`src/rtl/core/msc_pkg.sv`:
```
// Package for the merge sort block: sequencer state and range-frame phase types.
// No dependencies; imported by merge_sort_with_comparison_count.
`default_nettype none

package msc_pkg;

  // sequencer states
  typedef enum logic [3:0] {
    ST_IDLE,
    ST_SPLIT,
    ST_COPY,
    ST_CWAIT,
    ST_MREAD,
    ST_MCMP,
    ST_ORD,
    ST_OLOAD,
    ST_OWAIT
  } state_t;

  // progress of one range on the recursion stack
  typedef enum logic [1:0] {
    PH_LEFT,
    PH_RIGHT,
    PH_MERGE
  } phase_t;

  localparam int unsigned VALUE_W = 32;
  localparam int unsigned COUNT_W = 10;
  localparam logic [COUNT_W-1:0] COUNT_MAX = '1;

endpackage

`default_nettype wire

```
`src/rtl/core/merge_sort_with_comparison_count.sv`:
```
// Merge sort with comparison count: collects signed words, sorts a set
// top-down and streams it back out. Depends on msc_pkg.
//
// Input words are taken one per cycle while the block is idle and written to
// the element memory; words beyond SIZE are dropped and flagged. A word with
// last set closes the set and starts a stable ascending top-down merge sort
// (split at floor((lo+hi)/2), ties take the left element). The recursion runs
// on a small stack of ranges in registers; each merge first copies its range
// to a scratch memory, then places its elements one at a time, reading each
// pair in ST_MREAD and writing the chosen one through the single write port
// of the element memory in ST_MCMP, before the range leaves the stack.
// Results then leave one word at a time, each held on out_valid until
// out_stall is low; each carries the merge comparison count (saturating at
// 1023) and the drop flag. in_stall stays high from the closing word until
// the last result is taken.
`default_nettype none

module merge_sort_with_comparison_count import msc_pkg::*; #(
  parameter int unsigned SIZE = 64
) (
  input  wire                       clk,
  input  wire                       rst,
  input  wire                       in_valid,
  output logic                      in_stall,
  input  wire  signed [VALUE_W-1:0] value,
  input  wire                       last,
  output logic                      out_valid,
  input  wire                       out_stall,
  output logic signed [VALUE_W-1:0] sorted_value,
  output logic                      last_of_run,
  output logic        [COUNT_W-1:0] comparison_count,
  output logic                      dropped
);

  localparam int unsigned IW  = (SIZE > 1) ? $clog2(SIZE) : 1;
  localparam int unsigned CW  = $clog2(SIZE + 1);
  localparam int unsigned SD  = $clog2(SIZE) + 1;
  localparam int unsigned SPW = $clog2(SD + 1);
  localparam int unsigned TIW = (SD > 1) ? $clog2(SD) : 1;

  // memories
  logic signed [VALUE_W-1:0] elem_mem [SIZE];
  logic signed [VALUE_W-1:0] scr_mem  [SIZE];

  // recursion stack
  logic [CW-1:0] stk_lo [SD];
  logic [CW-1:0] stk_hi [SD];
  phase_t        stk_ph [SD];
  logic [SPW-1:0] sp;

  state_t state, state_next;

  logic [CW-1:0]      fill_count;
  logic               overflow_seen;
  logic [COUNT_W-1:0] compare_total;

  // merge pointers
  logic [CW-1:0] cidx, mi, mj, mk, mmid, mhi;
  logic [CW-1:0] oidx;

  // scratch copy write stage
  logic          cp_wv;
  logic [CW-1:0] cp_wa;

  logic signed [VALUE_W-1:0] elem_rdata, sa, sb;

  // combinational helpers
  logic [TIW-1:0] top_idx;
  logic [CW-1:0]  top_lo, top_hi, top_mid;
  phase_t         top_ph;
  logic [CW:0]    top_sum;
  logic           in_acc, out_acc, has_room;
  logic [CW-1:0]  n_new;
  logic           take_left, right_live, merge_done;
  logic [CW-1:0]  mi_next;
  logic [CW-1:0]  elem_raddr;
  logic           elem_we;
  logic [CW-1:0]  elem_waddr;
  logic signed [VALUE_W-1:0] elem_wdata;

  // top of stack and split point
  always_comb begin
    top_idx = TIW'(sp - SPW'(1));
    top_lo  = stk_lo[top_idx];
    top_hi  = stk_hi[top_idx];
    top_ph  = stk_ph[top_idx];
    top_sum = {1'b0, top_lo} + {1'b0, top_hi};
    top_mid = top_sum[CW:1];
  end

  // handshake and load
  always_comb begin
    in_acc   = in_valid && !in_stall;
    out_acc  = out_valid && !out_stall;
    has_room = fill_count < CW'(SIZE);
    n_new    = has_room ? fill_count + CW'(1) : fill_count;
  end

  // merge decision
  always_comb begin
    right_live = mj <= mhi;
    take_left  = !right_live || (sa <= sb);
    mi_next    = take_left ? mi + CW'(1) : mi;
    merge_done = mi_next > mmid;
  end

  // next state
  always_comb begin
    state_next = state;
    unique case (state)
      ST_IDLE: begin
        if (in_acc && last) state_next = (n_new > CW'(1)) ? ST_SPLIT : ST_ORD;
      end
      ST_SPLIT: begin
        if (top_ph == PH_MERGE) state_next = ST_COPY;
      end
      ST_COPY: begin
        if (cidx == mhi) state_next = ST_CWAIT;
      end
      ST_CWAIT: state_next = ST_MREAD;
      ST_MREAD: state_next = ST_MCMP;
      ST_MCMP: begin
        if (merge_done) state_next = (sp == SPW'(1)) ? ST_ORD : ST_SPLIT;
        else state_next = ST_MREAD;
      end
      ST_ORD:   state_next = ST_OLOAD;
      ST_OLOAD: state_next = ST_OWAIT;
      ST_OWAIT: begin
        if (out_acc) state_next = last_of_run ? ST_IDLE : ST_ORD;
      end
      default: state_next = ST_IDLE;
    endcase
  end

  // outputs and memory port control
  always_comb begin
    in_stall   = (state != ST_IDLE);
    elem_raddr = (state == ST_COPY) ? cidx : oidx;
    elem_we    = 1'b0;
    elem_waddr = fill_count;
    elem_wdata = value;
    unique case (state)
      ST_IDLE: begin
        elem_we = in_acc && has_room;
      end
      ST_MCMP: begin
        elem_we    = 1'b1;
        elem_waddr = mk;
        elem_wdata = take_left ? sa : sb;
      end
      default: elem_we = 1'b0;
    endcase
  end

  // element memory
  always_ff @(posedge clk) begin
    if (elem_we) elem_mem[elem_waddr[IW-1:0]] <= elem_wdata;
    elem_rdata <= elem_mem[elem_raddr[IW-1:0]];
  end

  // scratch memory, two read ports
  always_ff @(posedge clk) begin
    if (cp_wv) scr_mem[cp_wa[IW-1:0]] <= elem_rdata;
    sa <= scr_mem[mi[IW-1:0]];
    sb <= scr_mem[mj[IW-1:0]];
  end

  // state register and control
  always_ff @(posedge clk) begin
    if (rst) begin
      state         <= ST_IDLE;
      sp            <= '0;
      fill_count    <= '0;
      overflow_seen <= 1'b0;
      compare_total <= '0;
      out_valid     <= 1'b0;
      cp_wv         <= 1'b0;
    end else begin
      state <= state_next;
      cp_wv <= (state == ST_COPY);
      unique case (state)
        ST_IDLE: begin
          if (in_acc) begin
            fill_count <= n_new;
            if (!has_room) overflow_seen <= 1'b1;
            if (last) begin
              compare_total <= '0;
              oidx          <= '0;
              if (n_new > CW'(1)) begin
                stk_lo[0] <= '0;
                stk_hi[0] <= n_new - CW'(1);
                stk_ph[0] <= PH_LEFT;
                sp        <= SPW'(1);
              end
            end
          end
        end
        ST_SPLIT: begin
          unique case (top_ph)
            PH_LEFT: begin
              stk_ph[top_idx] <= PH_RIGHT;
              if (top_lo < top_mid) begin
                stk_lo[TIW'(sp)] <= top_lo;
                stk_hi[TIW'(sp)] <= top_mid;
                stk_ph[TIW'(sp)] <= PH_LEFT;
                sp <= sp + SPW'(1);
              end
            end
            PH_RIGHT: begin
              stk_ph[top_idx] <= PH_MERGE;
              if (top_mid + CW'(1) < top_hi) begin
                stk_lo[TIW'(sp)] <= top_mid + CW'(1);
                stk_hi[TIW'(sp)] <= top_hi;
                stk_ph[TIW'(sp)] <= PH_LEFT;
                sp <= sp + SPW'(1);
              end
            end
            PH_MERGE: begin
              cidx <= top_lo;
              mi   <= top_lo;
              mk   <= top_lo;
              mj   <= top_mid + CW'(1);
              mmid <= top_mid;
              mhi  <= top_hi;
            end
            default: sp <= sp;
          endcase
        end
        ST_COPY: begin
          cidx <= cidx + CW'(1);
        end
        ST_MCMP: begin
          mi <= mi_next;
          mk <= mk + CW'(1);
          if (!take_left) mj <= mj + CW'(1);
          if (right_live && compare_total != COUNT_MAX)
            compare_total <= compare_total + COUNT_W'(1);
          if (merge_done) sp <= sp - SPW'(1);
        end
        ST_OLOAD: begin
          out_valid <= 1'b1;
        end
        ST_OWAIT: begin
          if (out_acc) begin
            out_valid <= 1'b0;
            oidx      <= oidx + CW'(1);
            if (last_of_run) begin
              fill_count    <= '0;
              overflow_seen <= 1'b0;
              compare_total <= '0;
            end
          end
        end
        default: sp <= sp;
      endcase
    end
  end

  // copy pipeline address and result word
  always_ff @(posedge clk) begin
    cp_wa <= cidx;
    if (state == ST_OLOAD) begin
      sorted_value     <= elem_rdata;
      last_of_run      <= (oidx + CW'(1) == fill_count);
      comparison_count <= compare_total;
      dropped          <= overflow_seen;
    end
  end

  // checks
  a_out_stack_empty: assert property (@(posedge clk) disable iff (rst)
    out_valid |-> (sp == '0))
    else $error("result word shown while ranges remain on the stack");

  a_fill_bound: assert property (@(posedge clk) disable iff (rst)
    fill_count <= CW'(SIZE))
    else $error("fill count beyond capacity");

  a_merge_ptr: assert property (@(posedge clk) disable iff (rst)
    (state == ST_MCMP) |-> (mi <= mmid && mk <= mhi))
    else $error("merge pointer out of range");

  a_drain_clears: assert property (@(posedge clk) disable iff (rst)
    (out_acc && last_of_run) |=> (fill_count == '0 && !out_valid))
    else $error("set not cleared after final result word");

endmodule

`default_nettype wire
```
`config.mk`:
```
export PLATFORM = sky130hd
export DESIGN_NAME = merge_sort_with_comparison_count
export DESIGN_NICKNAME = d
export VERILOG_FILES = /design/src/rtl/core/msc_pkg.sv /design/src/rtl/core/merge_sort_with_comparison_count.sv
export SDC_FILE = /design/constraint.sdc
export NUM_CORES = 2
export LEC_CHECK = 0
export BUFFER_PORTS_ARGS = -buffer_cell sky130_fd_sc_hd__buf_4
export CORE_MARGIN = 5
export CORE_UTILIZATION = 45
export DETAILED_ROUTE_END_ITERATION = 7
export PLACE_DENSITY_LB_ADDON = 0.1
export RECOVER_POWER = 25
export SLEW_MARGIN = 20
export SYNTH_ARGS = -nofsm -noshare
export SYNTH_HDL_FRONTEND = slang
export SYNTH_MEMORY_MAX_BITS = 65536
export SYNTH_SLANG_ARGS = --single-unit
```
`constraint.sdc`:
```
create_clock -name clk -period 7.83 [get_ports clk]
set_input_delay 1.566 -clock clk [delete_from_list [all_inputs] [get_ports clk]]
set_output_delay 1.566 -clock clk [all_outputs]
set_load 0.05 [all_outputs]
```
* Yosys cells after proc, flatten, opt, wreduce, memory -nomap -nowiden
Memories as Yosys holds them, arrays and structs flattened. A register that Yosys moved wholly into a read port is not among the register bits. Cells that the tools add are included. W data, S select, Z words.
Word-level totals: flip-flop bits (word level) 126, logic and storage cells 202, input port bits 37, output and inout bits 46, memories 5, RAM bits 4208
Operators by class: multiplexer cells 93, magnitude comparators 7, equal/unequal tests 29, reductions and logical operators 32, bitwise operators 5, add/subtract/negate cells 12
Memories:
- elem_mem | words 64, width 32, rd ports 1, clocked after memory_dff 1, wr ports 1, RTL line merge_sort_with_comparison_count.sv:42 | logic signed [VALUE_W-1:0] elem_mem [SIZE];
- scr_mem | words 64, width 32, rd ports 2, clocked after memory_dff 2, wr ports 1, RTL line merge_sort_with_comparison_count.sv:43 | logic signed [VALUE_W-1:0] scr_mem [SIZE];
- stk_hi | words 7, width 7, rd ports 1, clocked after memory_dff 0, wr ports 1, RTL line merge_sort_with_comparison_count.sv:47 | logic [CW-1:0] stk_hi [SD];
- stk_lo | words 7, width 7, rd ports 1, clocked after memory_dff 0, wr ports 1, RTL line merge_sort_with_comparison_count.sv:46 | logic [CW-1:0] stk_lo [SD];
- stk_ph | words 7, width 2, rd ports 1, clocked after memory_dff 0, wr ports 2, RTL line merge_sort_with_comparison_count.sv:48 | phase_t stk_ph [SD];
Operators by type and width (count):
- $mux W7 | 15
- $pmux W7 S2 | 6
- $mux W32 | 2
- $mux W10 | 5
- $add A7 B1 Y7 const B | 7
- $mux W3 | 13
- $mux W1 | 36
- $pmux W4 S9 | 1
- $le A32 B32 Y1 | 1
- $pmux W10 S3 | 1
- $ne A2 B2 Y1 const B | 12
- $eq A4 B3 Y1 const B | 4
- $mux W4 | 4
- $eq A7 B7 Y1 | 2
- $lt A7 B7 Y1 | 2
- $reduce_or A7 Y1 | 2
- $mux W6 | 2
- $reduce_and A4 Y1 | 3
- $add A10 B1 Y10 const B | 1
- $ne A10 B10 Y1 const B | 1
- $reduce_and A5 Y1 | 2
- $pmux W3 S3 | 1
- $reduce_and A3 Y1 | 3
- $add A7 B7 Y8 | 1
- 32 further kinds | 51

* Longest topological paths before layout
An unclocked memory read counts as a cell.
depth after elaboration 13, mapped depth 30, depth with buffers taken out 24

* Least setup slack after synthesis
OpenSTA, ideal clock, no wires.
path type register -> register, from reg sp[0], to mem stk_hi[1][0] in the netlist's numbering, enable pin, cell stages (with the launch flop) 26, setup time 0.382 ns, setup slack 0.673 ns, arrival 6.775 ns, buffers on the path 5, clock period less this slack 7.157 ns, path through dfxtp_1 -> buf_2 -> buf_4 -> buf_2 -> clkinv_1 -> ha_1 -> xor2_1 -> clkbuf_1 -> mux4_2 -> a21oi_1 -> inv_1 -> ha_1 -> a21o_1 -> nand2_1 -> o2111a_1 -> nor3_2 -> or4_1 -> xnor2_1 -> inv_1 -> ha_1 -> and4_1 -> a221oi_1 -> o211ai_2 -> and2_0 -> buf_2 -> nor4_4
On the way: word-level cells in the longest chain between the ends 13
RTL lines:
- start, declared | RTL line merge_sort_with_comparison_count.sv:49 | logic [SPW-1:0] sp;
- start signal, assigned | RTL line merge_sort_with_comparison_count.sv:206 | sp <= sp + SPW'(1);
- start signal, assigned | RTL line merge_sort_with_comparison_count.sv:215 | sp <= sp + SPW'(1);
- start signal, assigned | RTL line merge_sort_with_comparison_count.sv:226 | default: sp <= sp;
- $sub A3 B1 Y3 (*) | RTL line merge_sort_with_comparison_count.sv:83 | top_idx = TIW'(sp - SPW'(1));
- $mem_v2 Z7 W7 (*)
- net top_hi[1] | RTL line merge_sort_with_comparison_count.sv:69 | logic [CW-1:0] top_lo, top_hi, top_mid;
- $add A7 B7 Y8 | RTL line merge_sort_with_comparison_count.sv:87 | top_sum = {1'b0, top_lo} + {1'b0, top_hi};
- $add A7 B1 Y7 | RTL line merge_sort_with_comparison_count.sv:211 | if (top_mid + CW'(1) < top_hi) begin
- $lt A7 B7 Y1 | RTL line merge_sort_with_comparison_count.sv:211
- $mux W1 | RTL line merge_sort_with_comparison_count.sv:211
- $mux W1 | RTL line merge_sort_with_comparison_count.sv:199 | unique case (top_ph)
- $mux W1 | RTL line merge_sort_with_comparison_count.sv:181 | unique case (state)
- $mux W1 | RTL line merge_sort_with_comparison_count.sv:170 | if (rst) begin
- $mux W1 (not written as such) | RTL line merge_sort_with_comparison_count.sv:213 | stk_hi[TIW'(sp)] <= top_hi;
- $or A1 B1 Y1 (no line) (*)
- $reduce_or A7 Y1 (no line)
- $mux W3 (no line) / $mux W1 (equally long branches)
- end, declared | RTL line merge_sort_with_comparison_count.sv:47
Mark *: on every way through the listed nets, which the timed path passes. The rest lies on a longest branch.

* Worst setup path after layout
from reg sp[1], to mem stk_hi[0][2] in the netlist's numbering, enable pin
On the way: word-level cells in the longest chain between the ends 13
RTL lines:
- $sub A3 B1 Y3 (*) | RTL line merge_sort_with_comparison_count.sv:83
- $mem_v2 Z7 W7 (on tied branches)
- $add A7 B7 Y8 (*) | RTL line merge_sort_with_comparison_count.sv:87
- net top_sum[2] | RTL line merge_sort_with_comparison_count.sv:71 | logic [CW:0] top_sum;
- $add A7 B1 Y7 | RTL line merge_sort_with_comparison_count.sv:211
- $lt A7 B7 Y1 | RTL line merge_sort_with_comparison_count.sv:211
- $mux W1 | RTL line merge_sort_with_comparison_count.sv:211
- $mux W1 | RTL line merge_sort_with_comparison_count.sv:199
- $mux W1 | RTL line merge_sort_with_comparison_count.sv:181
- $mux W1 | RTL line merge_sort_with_comparison_count.sv:170
- $mux W1 (not written as such) | RTL line merge_sort_with_comparison_count.sv:213
- $or A1 B1 Y1 (no line) (*)
- $reduce_or A7 Y1 (no line)
- $mux W3 (no line) / $mux W1 (equally long branches)
Marked as above.

==> impl_metrics.tcl <==
set metrics [dict create \
    relSlewSlack -1.49 \
    use_met2 0.436 \
    syn_avg_cell_area_sq_um 21.6 \
    grt_use_met1 0.368 \
    cts_buffers 461 \
    syn_nets 8777 \
    grt_max_degree 124 \
    drc_errors 0 \
    gr-total-overflow 0 \
    final-seq-area_sq_um 132000 \
    hp-class "flip-flop to flip-flop" \
    start_kind "flip-flop" \
    endpoint_kind "flip-flop" \
    die_area_sq_um 429000 \
    dpl-instance-area_sq_um 197000 \
    cts_hold_buf 0 \
    antenna_found_initial 29 \
    hold_viol 0 \
    synth.distinct_cells 77 \
    htreeDepth 5 \
    wire_per_inst_microns 39.1 \
    period_minus_slack_ns 7.14 \
    outcome "finished, violations left" \
    crit_required_ns 8.41 \
    powerDensity_nw_per_um2 355 \
    pin_count 83 \
    cellLeakagePower_uw 0.0659 \
    cts_tree "built" \
    ff2ff_path_depth 22 \
    dieHeight_microns 655 \
    cts_buffer_depth 4 \
    max-cap-violations 39 \
    finalSetupTns_ns 0 \
    synth_warnings 0 \
    first_pass_iters 5 \
    setup_violations 0 \
    fin_skew_ns 0.0746 \
    ys_seq_elements 4429 \
    fmax_mhz 140 \
    dpl.hpwl_mm 329 \
    post_cts_resized 0 \
    via_count 97000 \
    drive_above_1_share 0.332 \
    rows 236 \
    vias_per_cell 6.52 \
    slowest_delay_ns 0.72 \
    ff2ff_setup_slack_ns 0.69 \
    initial_core_util 0.452 \
    ir_drop_uv 488 \
    worstMarginPinSlew_ns 3.73 \
    drv_slew 2200 \
    coreArea_sq_um 414000 \
    yosysSeqAreaShare 0.703 \
    worstSkewPairLatency_ns 1.02 \
    portBuffers 82 \
    post_cts_buffers 0 \
    timing.rr.start "sp[1]" \
    routabilityCongestion 0.863 \
    cts.sinks 4429 \
    grt_pass1_wl_mm 802 \
    track_usage 0.269 \
    ant_nets 0 \
    synth_area_sq_um 187000 \
    grt_pass1_vias 98800 \
    hold_start "stk_ph[5][1]" \
    critPathKind "flip-flop to flip-flop" \
    path_cells "inv_1 > ha_1 > buf_4 > nor2_1 > a211oi_1 > buf_4 > o2bb2ai_2 > fa_1 > xor2_1 > inv_1 > ha_1 > nand4_1 > nor3_1 > xor2_1 > inv_1 > ha_1 > and4_1 > a221oi_1 > o211ai_2 > and2_0 > nor4_4 > a21o_1" \
    p_total_uw 75100 \
    synth_edf_count 4286 \
    hold_depth 2 \
    synth_ff_type "edfxtp_1" \
    met3_usage 0.0424 \
    hold_end "stk_ph[5][1]" \
    critPathTopFamily "adder cells" \
    violations "capacitance limit, slew limit" \
    crit_slowest_cell "ha_1" \
    synthToLayoutAreaGrowth_pct 13.1 \
    drtIter0Drc 11800 \
    synthArstFlopShare 0 \
    die_x_microns 655 \
    clkTransAtPathRegs_ns 0.05 \
    rsz0062_at_grt "no" \
    n_fill_cell 32500 \
    worstPathArrival_ns 7.72 \
    final_area_sq_um 211000 \
    finalCritPeriodShare 0.912 \
    crit_path_max_fanout 20 \
    cts_root_buffer "clkbuf_16" \
    r2r-end "stk_hi[0][2]" \
    fin_nets 9096 \
    multi_input_area_sq_um 54000 \
    syn_inst 8662 \
    wl_mm 581 \
    critical_path_buf_inv_count 5 \
    top_usage_layer "met2" \
]
[sequential cells by signal, indices dropped and copies added, names as in the netlist, 3 cells and up]
signal,flops
comparison_count,10
elem_mem,2048
sb,32
compare_total,10
mmid,7
sa,32
mhi,7
cidx,7
mk,6
elem_rdata,32
mj,7
fill_count,7
stk_hi,49
mi,7
sorted_value,32
oidx,7
state,4
stk_lo,49
cp_wa,6
sp,3
scr_mem,2048
stk_ph,14
[Yosys cell counts (9+ instances only)]
cell      instances  area, sq um
edfxtp_1       4286       129000
mux4_2         1872        42200
nand2_1         381         1430
clkbuf_1        358         1340
nor2_1          236          886
a211oi_1        145         1090
dfxtp_1         143         2860
a31oi_1         136          851
buf_1           116          435
inv_1            86          323
ha_1             77          963
and2_1           76          475
nor2b_1          76          475
a21oi_1          69          345
o21ai_0          67          335
mux2i_1          59          591
buf_2            49          245
nand3_1          38          190
xnor2_1          37          324
a221o_1          33          330
a22o_1           32          280
buf_4            27          203
buf_6            26          293
xor2_1           25          219
nor3_1           18         90.1
a21o_1           15          113
nand4_1          14         87.6
nor4_1           13         81.3
and3_1           12         75.1
nand3b_1         11         82.6
mux2_2           10          113
o21a_1           10         75.1
nand2b_1          9         56.3
[metrics by stage]
stage               utilization  hold slack (ns)  setup WS (ns)  instances
finish                    0.511            0.471          0.692      14900
global route              0.511            0.507          0.143      14900
CTS                       0.511            0.476          0.596      14800
detailed placement        0.476            0.461          0.606      14000
global placement          0.475            0.449          0.615      14000
floorplan                     -            0.408          0.673       8662
[power breakdown]
group	total (uW)	switching, uW	leakage, uW	internal, uW
clock	21600	9160	0.00722	12500
combinational	23800	14800	0.0188	9010
sequential	29700	627	0.0399	29000
total	75100	24600	0.0659	50500
[area by class of cell]
type / count / area share
tap: 5474 / 0.0324
antenna: 19 / 0.000225
timing repair buffer: 432 / 0.0183
multi-input combinational: 3570 / 0.255
clock inverter: 250 / 0.0108
sequential: 4429 / 0.622
clock buffer: 606 / 0.0590
inverter: 87 / 0.00158
[cells in the final DEF, fill, tap and decap left out, types with 17 or more instances in the layout]
cell,synthesis,final
a21oi_1,69,69
dfxtp_1,143,135
mux4_2,1872,1872
xnor2_1,37,36
diode_2,0,19
mux2i_1,59,57
buf_16,0,17
o21ai_4,0,32
buf_4,27,350
nor2_1,236,112
xor2_1,25,25
clkinv_2,0,83
bufinv_16,0,41
ha_1,77,77
buf_12,0,33
a22o_1,32,32
a211oi_1,145,144
nor2b_1,76,76
clkinv_1,1,102
nand2_1,381,379
and2_1,76,76
clkbuf_16,0,472
clkbuf_1,358,151
nor2_4,0,124
a221o_1,33,33
edfxtp_1,4286,4286
nand3_1,38,38
inv_1,86,85
o21ai_0,67,35
a31oi_1,136,136
[worst register-to-register path: stages (launching register included)]
cell       delay [ns]
dfxtp_1          0.54
inv_1            0.23
ha_1             0.72
buf_4            0.39
nor2_1           0.09
a211oi_1         0.22
buf_4            0.18
o2bb2ai_2        0.14
fa_1             0.47
xor2_1           0.45
inv_1            0.18
ha_1             0.28
nand4_1          0.17
nor3_1           0.08
xor2_1           0.27
inv_1            0.08
ha_1             0.31
and4_1           0.21
a221oi_1         0.47
o211ai_2         0.17
and2_0           0.21
nor4_4           0.22
a21o_1           0.69
[metal layers]
| layer | wire [microns] | share of wire |
|---|---|---|
| met5 | 65 | 0.00011 |
| met4 | 28900 | 0.050 |
| met1 | 227000 | 0.39 |
| met3 | 44000 | 0.076 |
| met2 | 281000 | 0.48 |
[how the worst max path moves through the flow]
| stage | from | endpoint | slack [ns] | cells after the start |
|---|---|---|---|---|
| after floorplan | sp[0] | stk_hi[1][0] | 0.67 | 25 |
| after global placement | sp[1] | stk_lo[0][6] | 0.62 | 21 |
| after detailed placement | sp[1] | stk_lo[0][5] | 0.61 | 21 |
| after CTS | sp[1] | stk_hi[0][2] | 0.60 | 21 |
| after global routing | sp[1] | stk_hi[0][2] | 0.14 | 21 |
| final | sp[1] | stk_hi[0][2] | 0.69 | 22 |
[cell families after synthesis]
group / after synthesis / share of synthesized area
xor+xnor: 62 / 0.00290
compound gates: 567 / 0.0210
mux: 1942 / 0.229
flops: 4429 / 0.703
fa+ha+maj: 78 / 0.00526
simple gates: 921 / 0.0229
buf+inv: 663 / 0.0152
Power figures use the tool's default switching activity.
